<file path="src/sv/sfcc_pkg.sv">
// ----------------------------------------------------------------------------
// sfcc_pkg: shared types and constants for the serial frame checker
// Frame layout positions, marker bytes, command codes, result codes and the
// descriptor handed from the front end to the back end.
// ----------------------------------------------------------------------------
`default_nettype none

package sfcc_pkg;

  // Longest frame tracked; the position counter saturates here.
  localparam int MAX_FRAME = 1024;
  localparam int POS_W     = $clog2(MAX_FRAME + 1);

  typedef logic [POS_W-1:0] pos_t;

  // Byte positions inside a frame.
  localparam pos_t IDX_START    = pos_t'(0);
  localparam pos_t IDX_CMD      = pos_t'(1);
  localparam pos_t IDX_CHECK    = pos_t'(3);
  localparam pos_t IDX_MIN_LAST = pos_t'(4);
  localparam pos_t IDX_STATUS   = pos_t'(5);
  localparam pos_t IDX_PAY0     = pos_t'(6);
  localparam pos_t IDX_PAY1     = pos_t'(7);
  localparam pos_t IDX_PAY2     = pos_t'(8);
  localparam pos_t POS_MAX      = pos_t'(MAX_FRAME);

  localparam logic [7:0] START_MARK  = 8'hF0;
  localparam logic [7:0] END_MARK    = 8'hF1;

  localparam logic [7:0] CMD_VEND    = 8'h01;
  localparam logic [7:0] CMD_RESTOCK = 8'h05;
  localparam logic [7:0] CMD_POLL    = 8'h06;
  localparam logic [7:0] CMD_UPGRADE = 8'hA1;

  // Raw status range that maps onto a status code.
  localparam logic [7:0] RAW_STATUS_LO = 8'h02;
  localparam logic [7:0] RAW_STATUS_HI = 8'h07;

  typedef enum logic [2:0] {
    KIND_CHECK_ERR = 3'd0,
    KIND_STATUS    = 3'd1,
    KIND_POLL      = 3'd2,
    KIND_UPGRADE   = 3'd3,
    KIND_UNKNOWN   = 3'd4
  } kind_t;

  typedef enum logic [2:0] {
    ST_HAVE_READ  = 3'd0,
    ST_SUCCESS    = 3'd1,
    ST_FAILED     = 3'd2,
    ST_REJECT     = 3'd3,
    ST_CHECK_ERR  = 3'd4,
    ST_FORMAT_ERR = 3'd5,
    ST_NONE       = 3'd6
  } status_t;

  // Classified frame, one queue entry.
  typedef struct packed {
    kind_t      kind;
    logic [7:0] command;
    logic [7:0] raw_status;
    logic [7:0] pay0;
    logic [7:0] pay1;
    logic [7:0] pay2;
  } desc_t;

  localparam int QUEUE_DEPTH = 2;
  localparam int QPTR_W      = (QUEUE_DEPTH > 1) ? $clog2(QUEUE_DEPTH) : 1;
  localparam int QCNT_W      = $clog2(QUEUE_DEPTH + 1);

  typedef struct packed {
    logic full;
    logic empty;
  } q_stat_t;

endpackage

`default_nettype wire

</file>
<file path="src/sv/sfcc_if.sv">
// ----------------------------------------------------------------------------
// sfcc_if: request channels of the serial frame checker
// Received byte channel and classified result channel, valid/ready.
// ----------------------------------------------------------------------------
`default_nettype none

interface sfcc_rx_if;
  logic       valid;
  logic       ready;
  logic [7:0] rx_byte;
  logic       frame_end;

  modport source (output valid, output rx_byte, output frame_end, input ready);
  modport sink   (input valid, input rx_byte, input frame_end, output ready);
endinterface

interface sfcc_res_if;
  logic       valid;
  logic       ready;
  logic [2:0] kind;
  logic [7:0] command;
  logic [7:0] raw_status;
  logic [2:0] status_code;
  logic       status_ok;
  logic [7:0] upgrade_byte;
  logic [7:0] ver_major;
  logic [7:0] ver_minor;
  logic [7:0] ver_patch;

  modport source (
    output valid, output kind, output command, output raw_status,
    output status_code, output status_ok, output upgrade_byte,
    output ver_major, output ver_minor, output ver_patch,
    input ready
  );
  modport sink (
    input valid, input kind, input command, input raw_status,
    input status_code, input status_ok, input upgrade_byte,
    input ver_major, input ver_minor, input ver_patch,
    output ready
  );
endinterface

`default_nettype wire

</file>
<file path="src/sv/sfcc_front.sv">
// ----------------------------------------------------------------------------
// sfcc_front: byte tracker and frame classifier
// Counts frame bytes, keeps the 7-bit checksum, captures fields and, while
// driver_ready is set, pushes a classified descriptor into the queue on the last byte.
// ----------------------------------------------------------------------------
`default_nettype none

module sfcc_front (
  input  wire logic              clk,
  input  wire logic              rst,
  sfcc_rx_if.sink                rx,
  input  wire logic              driver_ready,
  input  wire sfcc_pkg::q_stat_t q_stat,
  output logic                   push,
  output sfcc_pkg::desc_t        desc
);
  import sfcc_pkg::*;

  pos_t       pos;
  logic [6:0] sum;
  logic [7:0] start;
  logic [7:0] cmd;
  logic [7:0] chk;
  logic [7:0] status;
  logic [7:0] pay0, pay1, pay2;

  logic       accept;
  logic [7:0] cmd_cur, status_cur, pay0_cur, pay1_cur, pay2_cur;
  logic       frame_ok;
  kind_t      kind;

  assign rx.ready = !q_stat.full;
  assign accept   = rx.valid && rx.ready;

  // Fields as they stand including the byte now arriving.
  assign cmd_cur    = (pos == IDX_CMD)    ? rx.rx_byte : cmd;
  assign status_cur = (pos == IDX_STATUS) ? rx.rx_byte : status;
  assign pay0_cur   = (pos == IDX_PAY0)   ? rx.rx_byte : pay0;
  assign pay1_cur   = (pos == IDX_PAY1)   ? rx.rx_byte : pay1;
  assign pay2_cur   = (pos == IDX_PAY2)   ? rx.rx_byte : pay2;

  assign frame_ok = (pos >= IDX_MIN_LAST) && (pos < POS_MAX) &&
                    (start == START_MARK) && (rx.rx_byte == END_MARK) &&
                    (chk == {1'b0, ~sum});

  always_comb begin
    priority if (!frame_ok) begin
      kind = KIND_CHECK_ERR;
    end else if (cmd_cur == CMD_VEND || cmd_cur == CMD_RESTOCK) begin
      kind = KIND_STATUS;
    end else if (cmd_cur == CMD_POLL) begin
      kind = KIND_POLL;
    end else if (cmd_cur == CMD_UPGRADE) begin
      kind = KIND_UPGRADE;
    end else begin
      kind = KIND_UNKNOWN;
    end
  end

  assign push            = accept && rx.frame_end && driver_ready;
  assign desc.kind       = kind;
  assign desc.command    = cmd_cur;
  assign desc.raw_status = status_cur;
  assign desc.pay0       = pay0_cur;
  assign desc.pay1       = pay1_cur;
  assign desc.pay2       = pay2_cur;

  always_ff @(posedge clk) begin
    if (rst) begin
      pos    <= '0;
      sum    <= '0;
      start  <= '0;
      cmd    <= '0;
      chk    <= '0;
      status <= '0;
      pay0   <= '0;
      pay1   <= '0;
      pay2   <= '0;
    end else if (accept) begin
      if (rx.frame_end) begin
        // frame done: every captured field starts over at zero
        pos    <= '0;
        sum    <= '0;
        start  <= '0;
        cmd    <= '0;
        chk    <= '0;
        status <= '0;
        pay0   <= '0;
        pay1   <= '0;
        pay2   <= '0;
      end else begin
        if (pos < POS_MAX) begin
          pos <= pos + pos_t'(1);
        end
        if (pos != IDX_START && pos != IDX_CHECK) begin
          sum <= sum + rx.rx_byte[6:0];
        end
        if (pos == IDX_START) begin
          start <= rx.rx_byte;
        end
        if (pos == IDX_CHECK) begin
          chk <= rx.rx_byte;
        end
        cmd    <= cmd_cur;
        status <= status_cur;
        pay0   <= pay0_cur;
        pay1   <= pay1_cur;
        pay2   <= pay2_cur;
      end
    end
  end

endmodule

`default_nettype wire

</file>
<file path="src/sv/sfcc_queue.sv">
// ----------------------------------------------------------------------------
// sfcc_queue: descriptor queue between front and back end
// Small circular buffer; push and pop may happen in the same cycle.
// ----------------------------------------------------------------------------
`default_nettype none

module sfcc_queue (
  input  wire logic              clk,
  input  wire logic              rst,
  input  wire logic              push,
  input  wire sfcc_pkg::desc_t   wr_desc,
  input  wire logic              pop,
  output sfcc_pkg::desc_t        rd_desc,
  output sfcc_pkg::q_stat_t      q_stat
);
  import sfcc_pkg::*;

  desc_t             mem [QUEUE_DEPTH];
  logic [QPTR_W-1:0] wr_ptr;
  logic [QPTR_W-1:0] rd_ptr;
  logic [QCNT_W-1:0] count;
  logic              do_push;
  logic              do_pop;

  assign q_stat.full  = (count == QCNT_W'(QUEUE_DEPTH));
  assign q_stat.empty = (count == '0);
  assign do_push      = push && !q_stat.full;
  assign do_pop       = pop && !q_stat.empty;
  assign rd_desc      = mem[rd_ptr];

  always_ff @(posedge clk) begin
    if (do_push) begin
      mem[wr_ptr] <= wr_desc;
    end
  end

  always_ff @(posedge clk) begin
    if (rst) begin
      wr_ptr <= '0;
      rd_ptr <= '0;
      count  <= '0;
    end else begin
      if (do_push) begin
        wr_ptr <= (wr_ptr == QPTR_W'(QUEUE_DEPTH - 1)) ? '0 : wr_ptr + QPTR_W'(1);
      end
      if (do_pop) begin
        rd_ptr <= (rd_ptr == QPTR_W'(QUEUE_DEPTH - 1)) ? '0 : rd_ptr + QPTR_W'(1);
      end
      unique case ({do_push, do_pop})
        2'b10:   count <= count + QCNT_W'(1);
        2'b01:   count <= count - QCNT_W'(1);
        default: count <= count;
      endcase
    end
  end

endmodule

`default_nettype wire

</file>
<file path="src/sv/sfcc_back.sv">
// ----------------------------------------------------------------------------
// sfcc_back: result formatter and output register
// Maps the status byte, zeroes fields that do not apply to the kind and
// holds the result until the sink takes it.
// ----------------------------------------------------------------------------
`default_nettype none

module sfcc_back (
  input  wire logic              clk,
  input  wire logic              rst,
  input  wire sfcc_pkg::q_stat_t q_stat,
  input  wire sfcc_pkg::desc_t   desc,
  output logic                   pop,
  sfcc_res_if.source             res
);
  import sfcc_pkg::*;

  logic       valid;
  kind_t      kind;
  logic [7:0] command;
  logic [7:0] raw_status;
  status_t    code;
  logic       ok;
  logic [7:0] upg;
  logic [7:0] vmaj, vmin, vpat;

  status_t    mapped;
  status_t    code_next;
  logic       ok_next;

  assign pop = !q_stat.empty && (!valid || res.ready);

  always_comb begin
    if (desc.raw_status >= RAW_STATUS_LO && desc.raw_status <= RAW_STATUS_HI) begin
      mapped = status_t'(desc.raw_status[2:0] - RAW_STATUS_LO[2:0]);
    end else begin
      mapped = ST_NONE;
    end
    unique case (desc.kind)
      KIND_CHECK_ERR: code_next = ST_CHECK_ERR;
      KIND_STATUS:    code_next = mapped;
      KIND_UNKNOWN:   code_next = ST_FORMAT_ERR;
      default:        code_next = ST_NONE;
    endcase
    ok_next = (desc.kind == KIND_STATUS) &&
              (mapped == ST_HAVE_READ || mapped == ST_SUCCESS);
  end

  always_ff @(posedge clk) begin
    if (rst) begin
      valid <= 1'b0;
    end else if (pop) begin
      valid <= 1'b1;
    end else if (res.ready) begin
      valid <= 1'b0;
    end
  end

  always_ff @(posedge clk) begin
    if (pop) begin
      kind       <= desc.kind;
      command    <= desc.command;
      raw_status <= desc.raw_status;
      code       <= code_next;
      ok         <= ok_next;
      upg        <= (desc.kind == KIND_UPGRADE) ? desc.pay0 : 8'h00;
      vmaj       <= (desc.kind == KIND_POLL) ? desc.pay0 : 8'h00;
      vmin       <= (desc.kind == KIND_POLL) ? desc.pay1 : 8'h00;
      vpat       <= (desc.kind == KIND_POLL) ? desc.pay2 : 8'h00;
    end
  end

  assign res.valid        = valid;
  assign res.kind         = kind;
  assign res.command      = command;
  assign res.raw_status   = raw_status;
  assign res.status_code  = code;
  assign res.status_ok    = ok;
  assign res.upgrade_byte = upg;
  assign res.ver_major    = vmaj;
  assign res.ver_minor    = vmin;
  assign res.ver_patch    = vpat;

endmodule

`default_nettype wire

</file>
<file path="src/sv/serial_frame_checker_classifier_top.sv">
// A frame's descriptor is queued on its last byte, then popped into the output register.
// Throughput: one byte per cycle while the two-entry descriptor queue is not
//   full; the tracking front end drops rx.ready only while the queue is full.
// Reset: synchronous, active high; clears frame tracking, driver_ready,
//   the queue and the result valid flag of the output register.
// ----------------------------------------------------------------------------
// serial_frame_checker_classifier_top: serial frame checker and classifier
// Checks markers, length and 7-bit checksum of received frames and gives one
// classified result per frame while driver_ready is set.
// ----------------------------------------------------------------------------
`default_nettype none

module serial_frame_checker_classifier_top (
  input  wire logic  clk,
  input  wire logic  rst,
  sfcc_rx_if.sink    rx,
  sfcc_res_if.source res,
  input  wire logic  cfg_we,
  input  wire logic  cfg_data
);
  import sfcc_pkg::*;

  // single config register: frames end silently while it is low
  logic      driver_ready;

  // front end -> queue
  logic      push;
  desc_t     wr_desc;

  // queue -> back end
  logic      pop;
  desc_t     rd_desc;
  q_stat_t   q_stat;

  always_ff @(posedge clk) begin
    if (rst) begin
      driver_ready <= 1'b0;
    end else if (cfg_we) begin
      driver_ready <= cfg_data;
    end
  end

  // Front end: accepts a byte every cycle the queue has room. The queue
  // full flag is decoded from the registered count, so rx.ready has no combinational path from the sink.
  sfcc_front u_front (
    .clk          (clk),
    .rst          (rst),
    .rx           (rx),
    .driver_ready (driver_ready),
    .q_stat       (q_stat),
    .push         (push),
    .desc         (wr_desc)
  );

  // Two entries decouple a stalled sink from the byte stream.
  sfcc_queue u_queue (
    .clk     (clk),
    .rst     (rst),
    .push    (push),
    .wr_desc (wr_desc),
    .pop     (pop),
    .rd_desc (rd_desc),
    .q_stat  (q_stat)
  );

  // Back end: status mapping and the output register.
  sfcc_back u_back (
    .clk    (clk),
    .rst    (rst),
    .q_stat (q_stat),
    .desc   (rd_desc),
    .pop    (pop),
    .res    (res)
  );

  // A descriptor is never pushed into a full queue.
  a_no_push_full: assert property (@(posedge clk) disable iff (rst)
    push |-> !q_stat.full)
    else $error("descriptor pushed into full queue");

  // The back end never pops an empty queue.
  a_no_pop_empty: assert property (@(posedge clk) disable iff (rst)
    q_stat.empty |-> !pop)
    else $error("pop from empty queue");

  // No result request is shown right after reset.
  a_reset_idle: assert property (@(posedge clk)
    rst |=> !res.valid)
    else $error("result valid after reset");

  // A check error always carries the check error status and no ok flag.
  a_err_code: assert property (@(posedge clk) disable iff (rst)
    (res.valid && res.kind == KIND_CHECK_ERR) |->
      (res.status_code == ST_CHECK_ERR && !res.status_ok))
    else $error("check error with wrong status");

endmodule

`default_nettype wire
</file>
<file path="src/flat_wrapper.sv">
// flat-port wrapper written by rule: the top's interface ports become plain ports
module serial_frame_checker_classifier_top_flat import sfcc_pkg::*;
  (clk, rst, cfg_we, cfg_data, rx_valid, rx_rx_byte, rx_frame_end, rx_ready, res_valid, res_kind, res_command, res_raw_status, res_status_code, res_status_ok, res_upgrade_byte, res_ver_major, res_ver_minor, res_ver_patch, res_ready);
  sfcc_rx_if rx_i ();
  sfcc_res_if res_i ();
  input  wire logic clk;
  input  wire logic rst;
  input  wire logic cfg_we;
  input  wire logic cfg_data;
  input wire logic [$bits(rx_i.valid)-1:0] rx_valid;
  input wire logic [$bits(rx_i.rx_byte)-1:0] rx_rx_byte;
  input wire logic [$bits(rx_i.frame_end)-1:0] rx_frame_end;
  output wire logic [$bits(rx_i.ready)-1:0] rx_ready;
  output wire logic [$bits(res_i.valid)-1:0] res_valid;
  output wire logic [$bits(res_i.kind)-1:0] res_kind;
  output wire logic [$bits(res_i.command)-1:0] res_command;
  output wire logic [$bits(res_i.raw_status)-1:0] res_raw_status;
  output wire logic [$bits(res_i.status_code)-1:0] res_status_code;
  output wire logic [$bits(res_i.status_ok)-1:0] res_status_ok;
  output wire logic [$bits(res_i.upgrade_byte)-1:0] res_upgrade_byte;
  output wire logic [$bits(res_i.ver_major)-1:0] res_ver_major;
  output wire logic [$bits(res_i.ver_minor)-1:0] res_ver_minor;
  output wire logic [$bits(res_i.ver_patch)-1:0] res_ver_patch;
  input wire logic [$bits(res_i.ready)-1:0] res_ready;
  assign rx_i.valid = rx_valid;
  assign rx_i.rx_byte = rx_rx_byte;
  assign rx_i.frame_end = rx_frame_end;
  assign rx_ready = rx_i.ready;
  assign res_valid = res_i.valid;
  assign res_kind = res_i.kind;
  assign res_command = res_i.command;
  assign res_raw_status = res_i.raw_status;
  assign res_status_code = res_i.status_code;
  assign res_status_ok = res_i.status_ok;
  assign res_upgrade_byte = res_i.upgrade_byte;
  assign res_ver_major = res_i.ver_major;
  assign res_ver_minor = res_i.ver_minor;
  assign res_ver_patch = res_i.ver_patch;
  assign res_i.ready = res_ready;
  serial_frame_checker_classifier_top u_core (.clk(clk), .rst(rst), .rx(rx_i), .res(res_i), .cfg_we(cfg_we), .cfg_data(cfg_data));
endmodule
</file>
<file path="config.mk">
export PLATFORM = sky130hd
export DESIGN_NAME = serial_frame_checker_classifier_top_flat
export DESIGN_NICKNAME = d
export VERILOG_FILES = /design/src/sv/sfcc_pkg.sv /design/src/sv/sfcc_if.sv /design/src/sv/sfcc_front.sv /design/src/sv/sfcc_queue.sv /design/src/sv/sfcc_back.sv /design/src/sv/serial_frame_checker_classifier_top.sv /design/src/flat_wrapper.sv
export SDC_FILE = /design/constraint.sdc
export NUM_CORES = 1
export LEC_CHECK = 0
export BUFFER_PORTS_ARGS = -buffer_cell sky130_fd_sc_hd__buf_2
export CELL_PAD_IN_SITES_DETAIL_PLACEMENT = 0
export CELL_PAD_IN_SITES_GLOBAL_PLACEMENT = 1
export CORE_MARGIN = 5
export CORE_UTILIZATION = 53
export CTS_CLUSTER_SIZE = 24
export DETAILED_ROUTE_END_ITERATION = 8
export HOLD_SLACK_MARGIN = 0.06
export PLACE_DENSITY = 0.84
export SYNTH_ARGS = -nofsm -noshare
export SYNTH_HDL_FRONTEND = slang
export SYNTH_SLANG_ARGS = --single-unit
</file>
<file path="constraint.sdc">
create_clock -name clk -period 7.06 [get_ports clk]
set_input_delay 0.706 -clock clk [delete_from_list [all_inputs] [get_ports clk]]
set_output_delay 0.706 -clock clk [all_outputs]
set_load 0.1 [all_outputs]
</file>
# --- Yosys cells after proc, flatten, opt, wreduce, memory -nomap -nowiden ---
# Memory sizes are Yosys's and may differ from the RTL's. A register that Yosys moved wholly into a read port is not among the register bits.
# Index checks and enable logic that the tools add are counted.
classes:
  div_mod_pow: 0
  order_cmp: 4
  muxes: 33
  add_sub_neg: 7
  mul: 0
  n_bitwise: 1
  n_eq_ne: 22
  reduce_logical: 34
  shifts: 0
op_table:
  columns: ["op", "n"]
  rows:
  - ["8-bit 2-to-1 mux", 14]
  - ["11-bit by 3-bit == test with 1-bit output, second input constant", 3]
  - ["8-bit == test, second input constant", 3]
  - ["11-bit 2-to-1 mux", 2]
  - ["8-bit by 3-bit == test with 1-bit output, second input constant", 2]
  - ["3-bit 2-to-1 mux", 5]
  - ["7-bit 2-to-1 mux", 2]
  - ["1-bit logical AND", 13]
  - ["2-bit nonzero test", 6]
  - ["11-bit by 1-bit adder with 11-bit output, second input constant", 1]
  - ["11-bit by 1-bit == test with 1-bit output, second input constant", 1]
  - ["11-bit by 2-bit == test with 1-bit output, second input constant", 1]
  - ["11-bit by 4-bit == test with 1-bit output, second input constant", 1]
  - ["11-bit by 3-bit >= comparator with 1-bit output, second input constant", 1]
  - ["11-bit logical NOT", 1]
  - ["11-bit less-than comparator, second input constant", 1]
  - ["11-bit by 2-bit != test with 1-bit output, second input constant", 1]
  - ["11-bit nonzero test", 1]
  - ["3-bit case mux with 3 select lines", 1]
  - ["8-bit by 1-bit == test with 1-bit output, second input constant", 1]
  - ["8-bit by 7-bit == test with 1-bit output", 1]
  - ["8-bit by 2-bit >= comparator with 1-bit output, second input constant", 1]
  - ["8-bit by 3-bit <= comparator with 1-bit output, second input constant", 1]
  - ["1-bit 2-to-1 mux", 8]
  - ["17 further kinds", 29]
totals:
  mem_bits_ro: 0
  regBits: 135
  latch_bits: 0
  elab_cells: 125
  mem_count: 1
  mem_bits_rw: 86
memory_table:
  columns: ["memory", "depth", "width", "rd", "rd_clocked_by_memory_dff", "wr", "line", "source"]
  rows:
  - ["u_core.u_queue.mem", 2, 43, 1, 1, 1, "sfcc_queue.sv:18", "desc_t mem [QUEUE_DEPTH];"]

# --- Longest topological paths before layout ---
logic_depth:
  ltp_word: 8
  depth_mapped: 8

# --- By module ---
# Synthesis repeated with hierarchy kept, for this count alone.
unflattened:
  cells_unflattened: 713
  hier_area_um2: 9352.7
modules_own_cells:
  columns: ["module", "n_inst", "cells_each", "seq_area_each_um2", "area_per_inst_um2"]
  rows:
  - ["sfcc_front", 1, 443, 1481.4, 3986.3]
  - ["sfcc_queue", 1, 160, 2682.6, 3315.7]
  - ["sfcc_back", 1, 107, 1671.6, 2016.9]
  - ["serial_frame_checker_classifier_top", 1, 3, 20.0, 33.8]

# --- Worst setup path after synthesis ---
# OpenSTA, ideal clock, no wires.
synth_timing:
  path_kind: "register -> register"
  start: "reg u_core.u_queue.count[0]"
  end: "mem u_core.u_queue.mem[0][0] (netlist bit), enable pin"
  path_slack_ns: 3.542
  arrival_ns: 3.075
  t_required_ns: 6.616
  stages_incl_launch_ff: 6
  synth_period_minus_slack_ns: 3.518
  path_cell_list: "dfxtp_1 -> nand2b_4 -> and2_1 -> buf_2 -> nand3_1 -> nor2_1"
synth_between:
  elab_chain_cells: 8
synth_rtl:
  columns: ["element", "line", "source"]
  rows:
  - ["start: declaration", "sfcc_queue.sv:21", "logic [QCNT_W-1:0] count;"]
  - ["start signal: assignment", "sfcc_queue.sv:50", "2'b10: count <= count + QCNT_W'(1);"]
  - ["start signal: assignment", "sfcc_queue.sv:51", "2'b01: count <= count - QCNT_W'(1);"]
  - ["start signal: assignment", "sfcc_queue.sv:52", "default: count <= count;"]
  - ["2-bit == test *", "sfcc_queue.sv:25", "assign q_stat.full = (count == QCNT_W'(QUEUE_DEPTH));"]
  - ["1-bit logical NOT *", "sfcc_front.sv:32", "assign rx.ready = !q_stat.full;"]
  - ["net rx_ready", "flat_wrapper.sv:13", "output wire logic [$bits(rx_i.ready)-1:0] rx_ready;"]
  - ["1-bit logical AND", "sfcc_front.sv:33", "assign accept = rx.valid && rx.ready;"]
  - ["1-bit logical AND (2 in a row)", "sfcc_front.sv:60", "assign push = accept && rx.frame_end && driver_ready;"]
  - ["1-bit logical AND *", "sfcc_queue.sv:27", "assign do_push = push && !q_stat.full;"]
  - ["1-bit 2-to-1 mux *", "sfcc_queue.sv:32", "if (do_push) begin"]
  - ["1-bit 2-to-1 mux (implied by the code) *", "sfcc_queue.sv:33", "mem[wr_ptr] <= wr_desc;"]
  - ["end: declaration", "sfcc_queue.sv:18", null]
# The timed path passes the listed nets; every way through them passes the cells marked *.

# --- Final worst setup path ---
layout_timing:
  start: "reg u_core.u_queue.count[0]"
  end: "mem u_core.u_queue.mem[1][35] (netlist bit), enable pin"
layout_between:
  elab_chain_cells: 8
layout_rtl:
  columns: ["element", "line"]
  rows:
  - ["2-bit == test *", "sfcc_queue.sv:25"]
  - ["1-bit logical NOT *", "sfcc_front.sv:32, sfcc_queue.sv:27"]
  - ["1-bit logical AND", "sfcc_front.sv:33"]
  - ["1-bit logical AND (2 in a row)", "sfcc_front.sv:60"]
  - ["1-bit logical AND *", "sfcc_queue.sv:27"]
  - ["1-bit 2-to-1 mux *", "sfcc_queue.sv:32"]
  - ["1-bit 2-to-1 mux (implied by the code) *", "sfcc_queue.sv:33"]
# Mark *: on every way between the ends. The rest lies on a longest branch, timed or not.

==> run_results.csv <==
group,metric,value,unit
die,coreArea,0.0172,mm²
worst_setup_path,ff2ff_setup_slack,4.38,ns
routing,viasPerCell,5.59,
synthesis,synth_seq_cells,222,
worst_setup_path,crit_path_end_kind,"flip-flop",
die,dieArea,0.0201,mm²
sta,hold_violations,0,
die,fp.dieW,142,µm
worst_setup_path,critPathRequiredTime,7.15,ns
die,rows,48,
synthesis,postSynthCellCount,707,
clocking,cts_resized,0,
clocking,clock_path_buffers,3,
grt,grt_pass1_vias,5741,
sta,setup-violations-final,0,
worst_setup_path,crit_fanout,43,
worst_setup_path,slowest_delay,0.99,ns
synthesis,synth_area_leader_cell,"edfxtp_1",
synthesis,synth_edf_count,141,
power,power.leakage,3.75,nW
place,io_buffers,71,
sta,rsz0062_at_grt,"false",
worst_setup_path,cp_cell_sequence,"nand2b_4 > and2_1 > nand3_1 > nor2_4",
place,gp_congestion,0.830,
grt,overflow,0,
final_layout,antenna_cells,0,
routing,firstDrtPassIters,5,
power,power,4.03,mW
synthesis,syn_avg_cell_area,13.0,µm²
clocking,h-tree-depth,1,
clocking,postCtsSetupBuffers,0,
grt,antenna_found_initial,0,
run,maxCapViolations,0,
sta,layout_min_cycle_time,2.68,ns
final_layout,area_growth_syn_to_layout,13.8,%
sta,max_freq,0.373,GHz
die,num_io_pins,72,
die,die_y,142,µm
worst_setup_path,start_kind,"flip-flop",
synthesis,synth_ff_type,"edfxtp_1",
routing,drt-total-wl,17900,µm
synthesis,synth_top_area_share,46.0,%
final_layout,drive_gt1_share,23.0,%
clocking,insertion_delay,0.49,ns
routing,wl_per_cell,17.7,µm
final_layout,nFillCells,1371,
worst_setup_path,timing.critical_path.slowest_stage_cell,"nor2_4",
clocking,clock_sinks,222,
synthesis,yosys_warnings,0,
clocking,ctsHoldBuffers,0,
sta,tightestPinTransition,1.24,ns
final_layout,nNetsFinal,793,
clocking,cts_buffers,23,
worst_setup_path,cp.arrival,2.77,ns
clocking,cts_tree,"built",
place,post-dp-hpwl,11800,µm
grt,grt_pass1_wl,29600,µm
clocking,clockRootBuffer,"clkbuf_16",
sta,fin_setup_tns,0,ns
synthesis,synth_area,0.00921,mm²
sta,skew,0.0103,ns
synthesis,synthArstFlopShare,0,%
grt,grt.total_usage,18.3,%
power,peakVddDrop,0.254,mV
worst_setup_path,crit_type,"reg -> reg",
synthesis,yosysUniqueCellTypes,64,
routing,drtIter0Drc,361,
sta,period_share,37.9,%
routing,route.detailed.drc,0,
routing,vias,5626,
grt,grt_start_max_net_pins,61,
clocking,path_clk_slew,0.06,ns
die,floorplan.initialDensity,53.6,%
synthesis,synthTopCellsByArea,"edfxtp_1, dfxtp_1, mux2_2",
synthesis,synth_seq_area_share,63.6,%
routing,detail-route-antenna-nets,0,
sta,report.final.slew_viol_count,0,
power,pwr_density_cell,385,mW/mm²
sta,slew_headroom,17.1,%
synthesis,synth_nets,734,
min_path,hold_path.class,"in -> reg",
run_status,run_status,"complete, no violations",
metal layers:
layer  up-vias  wire, µm  GRT usage (%)
li1       2740         -              -
met1      2725      7570           23.7
met2       129      9020           31.8
met3        32       934           3.07
met4         0       333           5.20
met5         -         0              0
flip-flops by register name, indices dropped and copies added (netlist names), 8 cells and up, named ones only:
| name | count |
|---|---|
| u_core.u_back.res.command | 8 |
| u_core.u_back.res.raw_status | 8 |
| u_core.u_back.res.upgrade_byte | 8 |
| u_core.u_back.res.ver_major | 8 |
| u_core.u_back.res.ver_minor | 8 |
| u_core.u_back.res.ver_patch | 8 |
| u_core.u_front.chk | 8 |
| u_core.u_front.cmd | 8 |
| u_core.u_front.pay0 | 8 |
| u_core.u_front.pay1 | 8 |
| u_core.u_front.pay2 | 8 |
| u_core.u_front.pos | 11 |
| u_core.u_front.start | 8 |
| u_core.u_front.status | 8 |
| u_core.u_queue.mem | 86 |
path summary, 6_finish.rpt:
| path | to | cells past startpoint | from |
|---|---|---|---|
| worst min-delay path | u_core.driver_ready | 3 | cfg_data |
| worst min register to register | u_core.u_front.pay1[2] | 2 | u_core.u_front.pay1[2] |
| worst max-delay path | u_core.u_queue.mem[1][35] | 4 | u_core.u_queue.count[0] |
| worst max register to register | u_core.u_queue.mem[1][35] | 4 | u_core.u_queue.count[0] |
layout make-up:
cell class	count	area, µm²	share of cell area (%)
clock buffer	35	654	6.24
clock inverter	6	109	1.04
inverter	37	139	1.33
multi-input combinational	408	3060	29.2
sequential	222	5860	55.9
tap	225	282	2.69
timing repair buffer	74	378	3.61
stage by stage:
| step | cells | cell area, µm² | util, % | hold WS [ns] | setup slack [ns] |
|---|---|---|---|---|---|
| 6_report | 1007 | 10500 | 61.0 | 0.466 | 4.38 |
| 5_1_grt | 1007 | 10500 | 61.0 | 0.466 | 4.21 |
| 4_1_cts | 1007 | 10500 | 61.0 | 0.445 | 4.34 |
| 3_5_place_dp | 966 | 9720 | 56.6 | 0.466 | 4.12 |
| 3_3_place_gp | 966 | 9720 | 56.6 | 0.461 | 4.29 |
| 2_1_floorplan | 707 | 9210 | - | 0.440 | 3.54 |
logic make-up (layout without fill, tap and decap cells):
| kind of cell | after synthesis | after routing | share of synthesized area (%) |
|---|---|---|---|
| buffers and inverters | 77 | 152 | 3.37 |
| AO/OA/AOI/OAI | 108 | 108 | 9.16 |
| multiplexers | 85 | 85 | 10.3 |
| flip-flops | 222 | 222 | 63.6 |
| AND/OR/NAND/NOR | 185 | 185 | 10.2 |
| XOR/XNOR | 18 | 18 | 1.71 |
| adder cells (fa/ha/maj) | 12 | 12 | 1.71 |
cells in the mapped netlist, drive strengths merged (3+ instances only):
master / count
xor2: 4
nor4: 7
edfxtp: 141
ha: 11
or3: 7
inv: 37
nand2b: 5
mux2i: 31
buf: 18
o32ai: 24
a21oi: 16
clkbuf: 22
o21ai: 13
mux2: 54
xnor2: 14
nand4b: 3
nor2: 82
a22o: 16
a31oi: 3
dfxtp: 81
nand2: 27
nand4: 6
nor2b: 7
nor3: 8
a22oi: 18
nand3: 16
worst max-delay path: cells and delay by family (launching register included):
family,cells,cell delay [ns]
and+or+nand+nor,4,1.80
DFF,1,0.42
cell usage in the layout (no fill, tap or decap), types with 4 or more instances in the layout:
master | netlist | routed
edfxtp_1 | 141 | 141
clkbuf_16 | 0 | 23
nand3_1 | 16 | 16
xor2_1 | 4 | 4
inv_1 | 36 | 36
nor4_1 | 5 | 5
nand4_1 | 6 | 6
nor2_1 | 82 | 80
ha_1 | 11 | 11
buf_2 | 14 | 71
nor3_1 | 7 | 7
clkbuf_1 | 22 | 8
xnor2_1 | 14 | 14
mux2_2 | 46 | 46
mux2i_1 | 31 | 31
nand2b_1 | 4 | 4
o32ai_1 | 24 | 24
a21oi_1 | 13 | 13
a22o_1 | 16 | 16
or3_1 | 7 | 7
nor2b_1 | 7 | 7
nand2_1 | 25 | 25
mux2_4 | 8 | 8
dfxtp_1 | 81 | 80
a22oi_1 | 18 | 18
o21ai_0 | 12 | 12
power by group:
| part | leakage [nW] | total [mW] | switching [mW] | internal (mW) |
|---|---|---|---|---|
| clock | 0.374 | 1.20 | 0.454 | 0.748 |
| sequential | 1.98 | 1.60 | 0.0399 | 1.56 |
| combinational | 1.40 | 1.23 | 1.02 | 0.212 |
(Power assumes the default switching activity.)
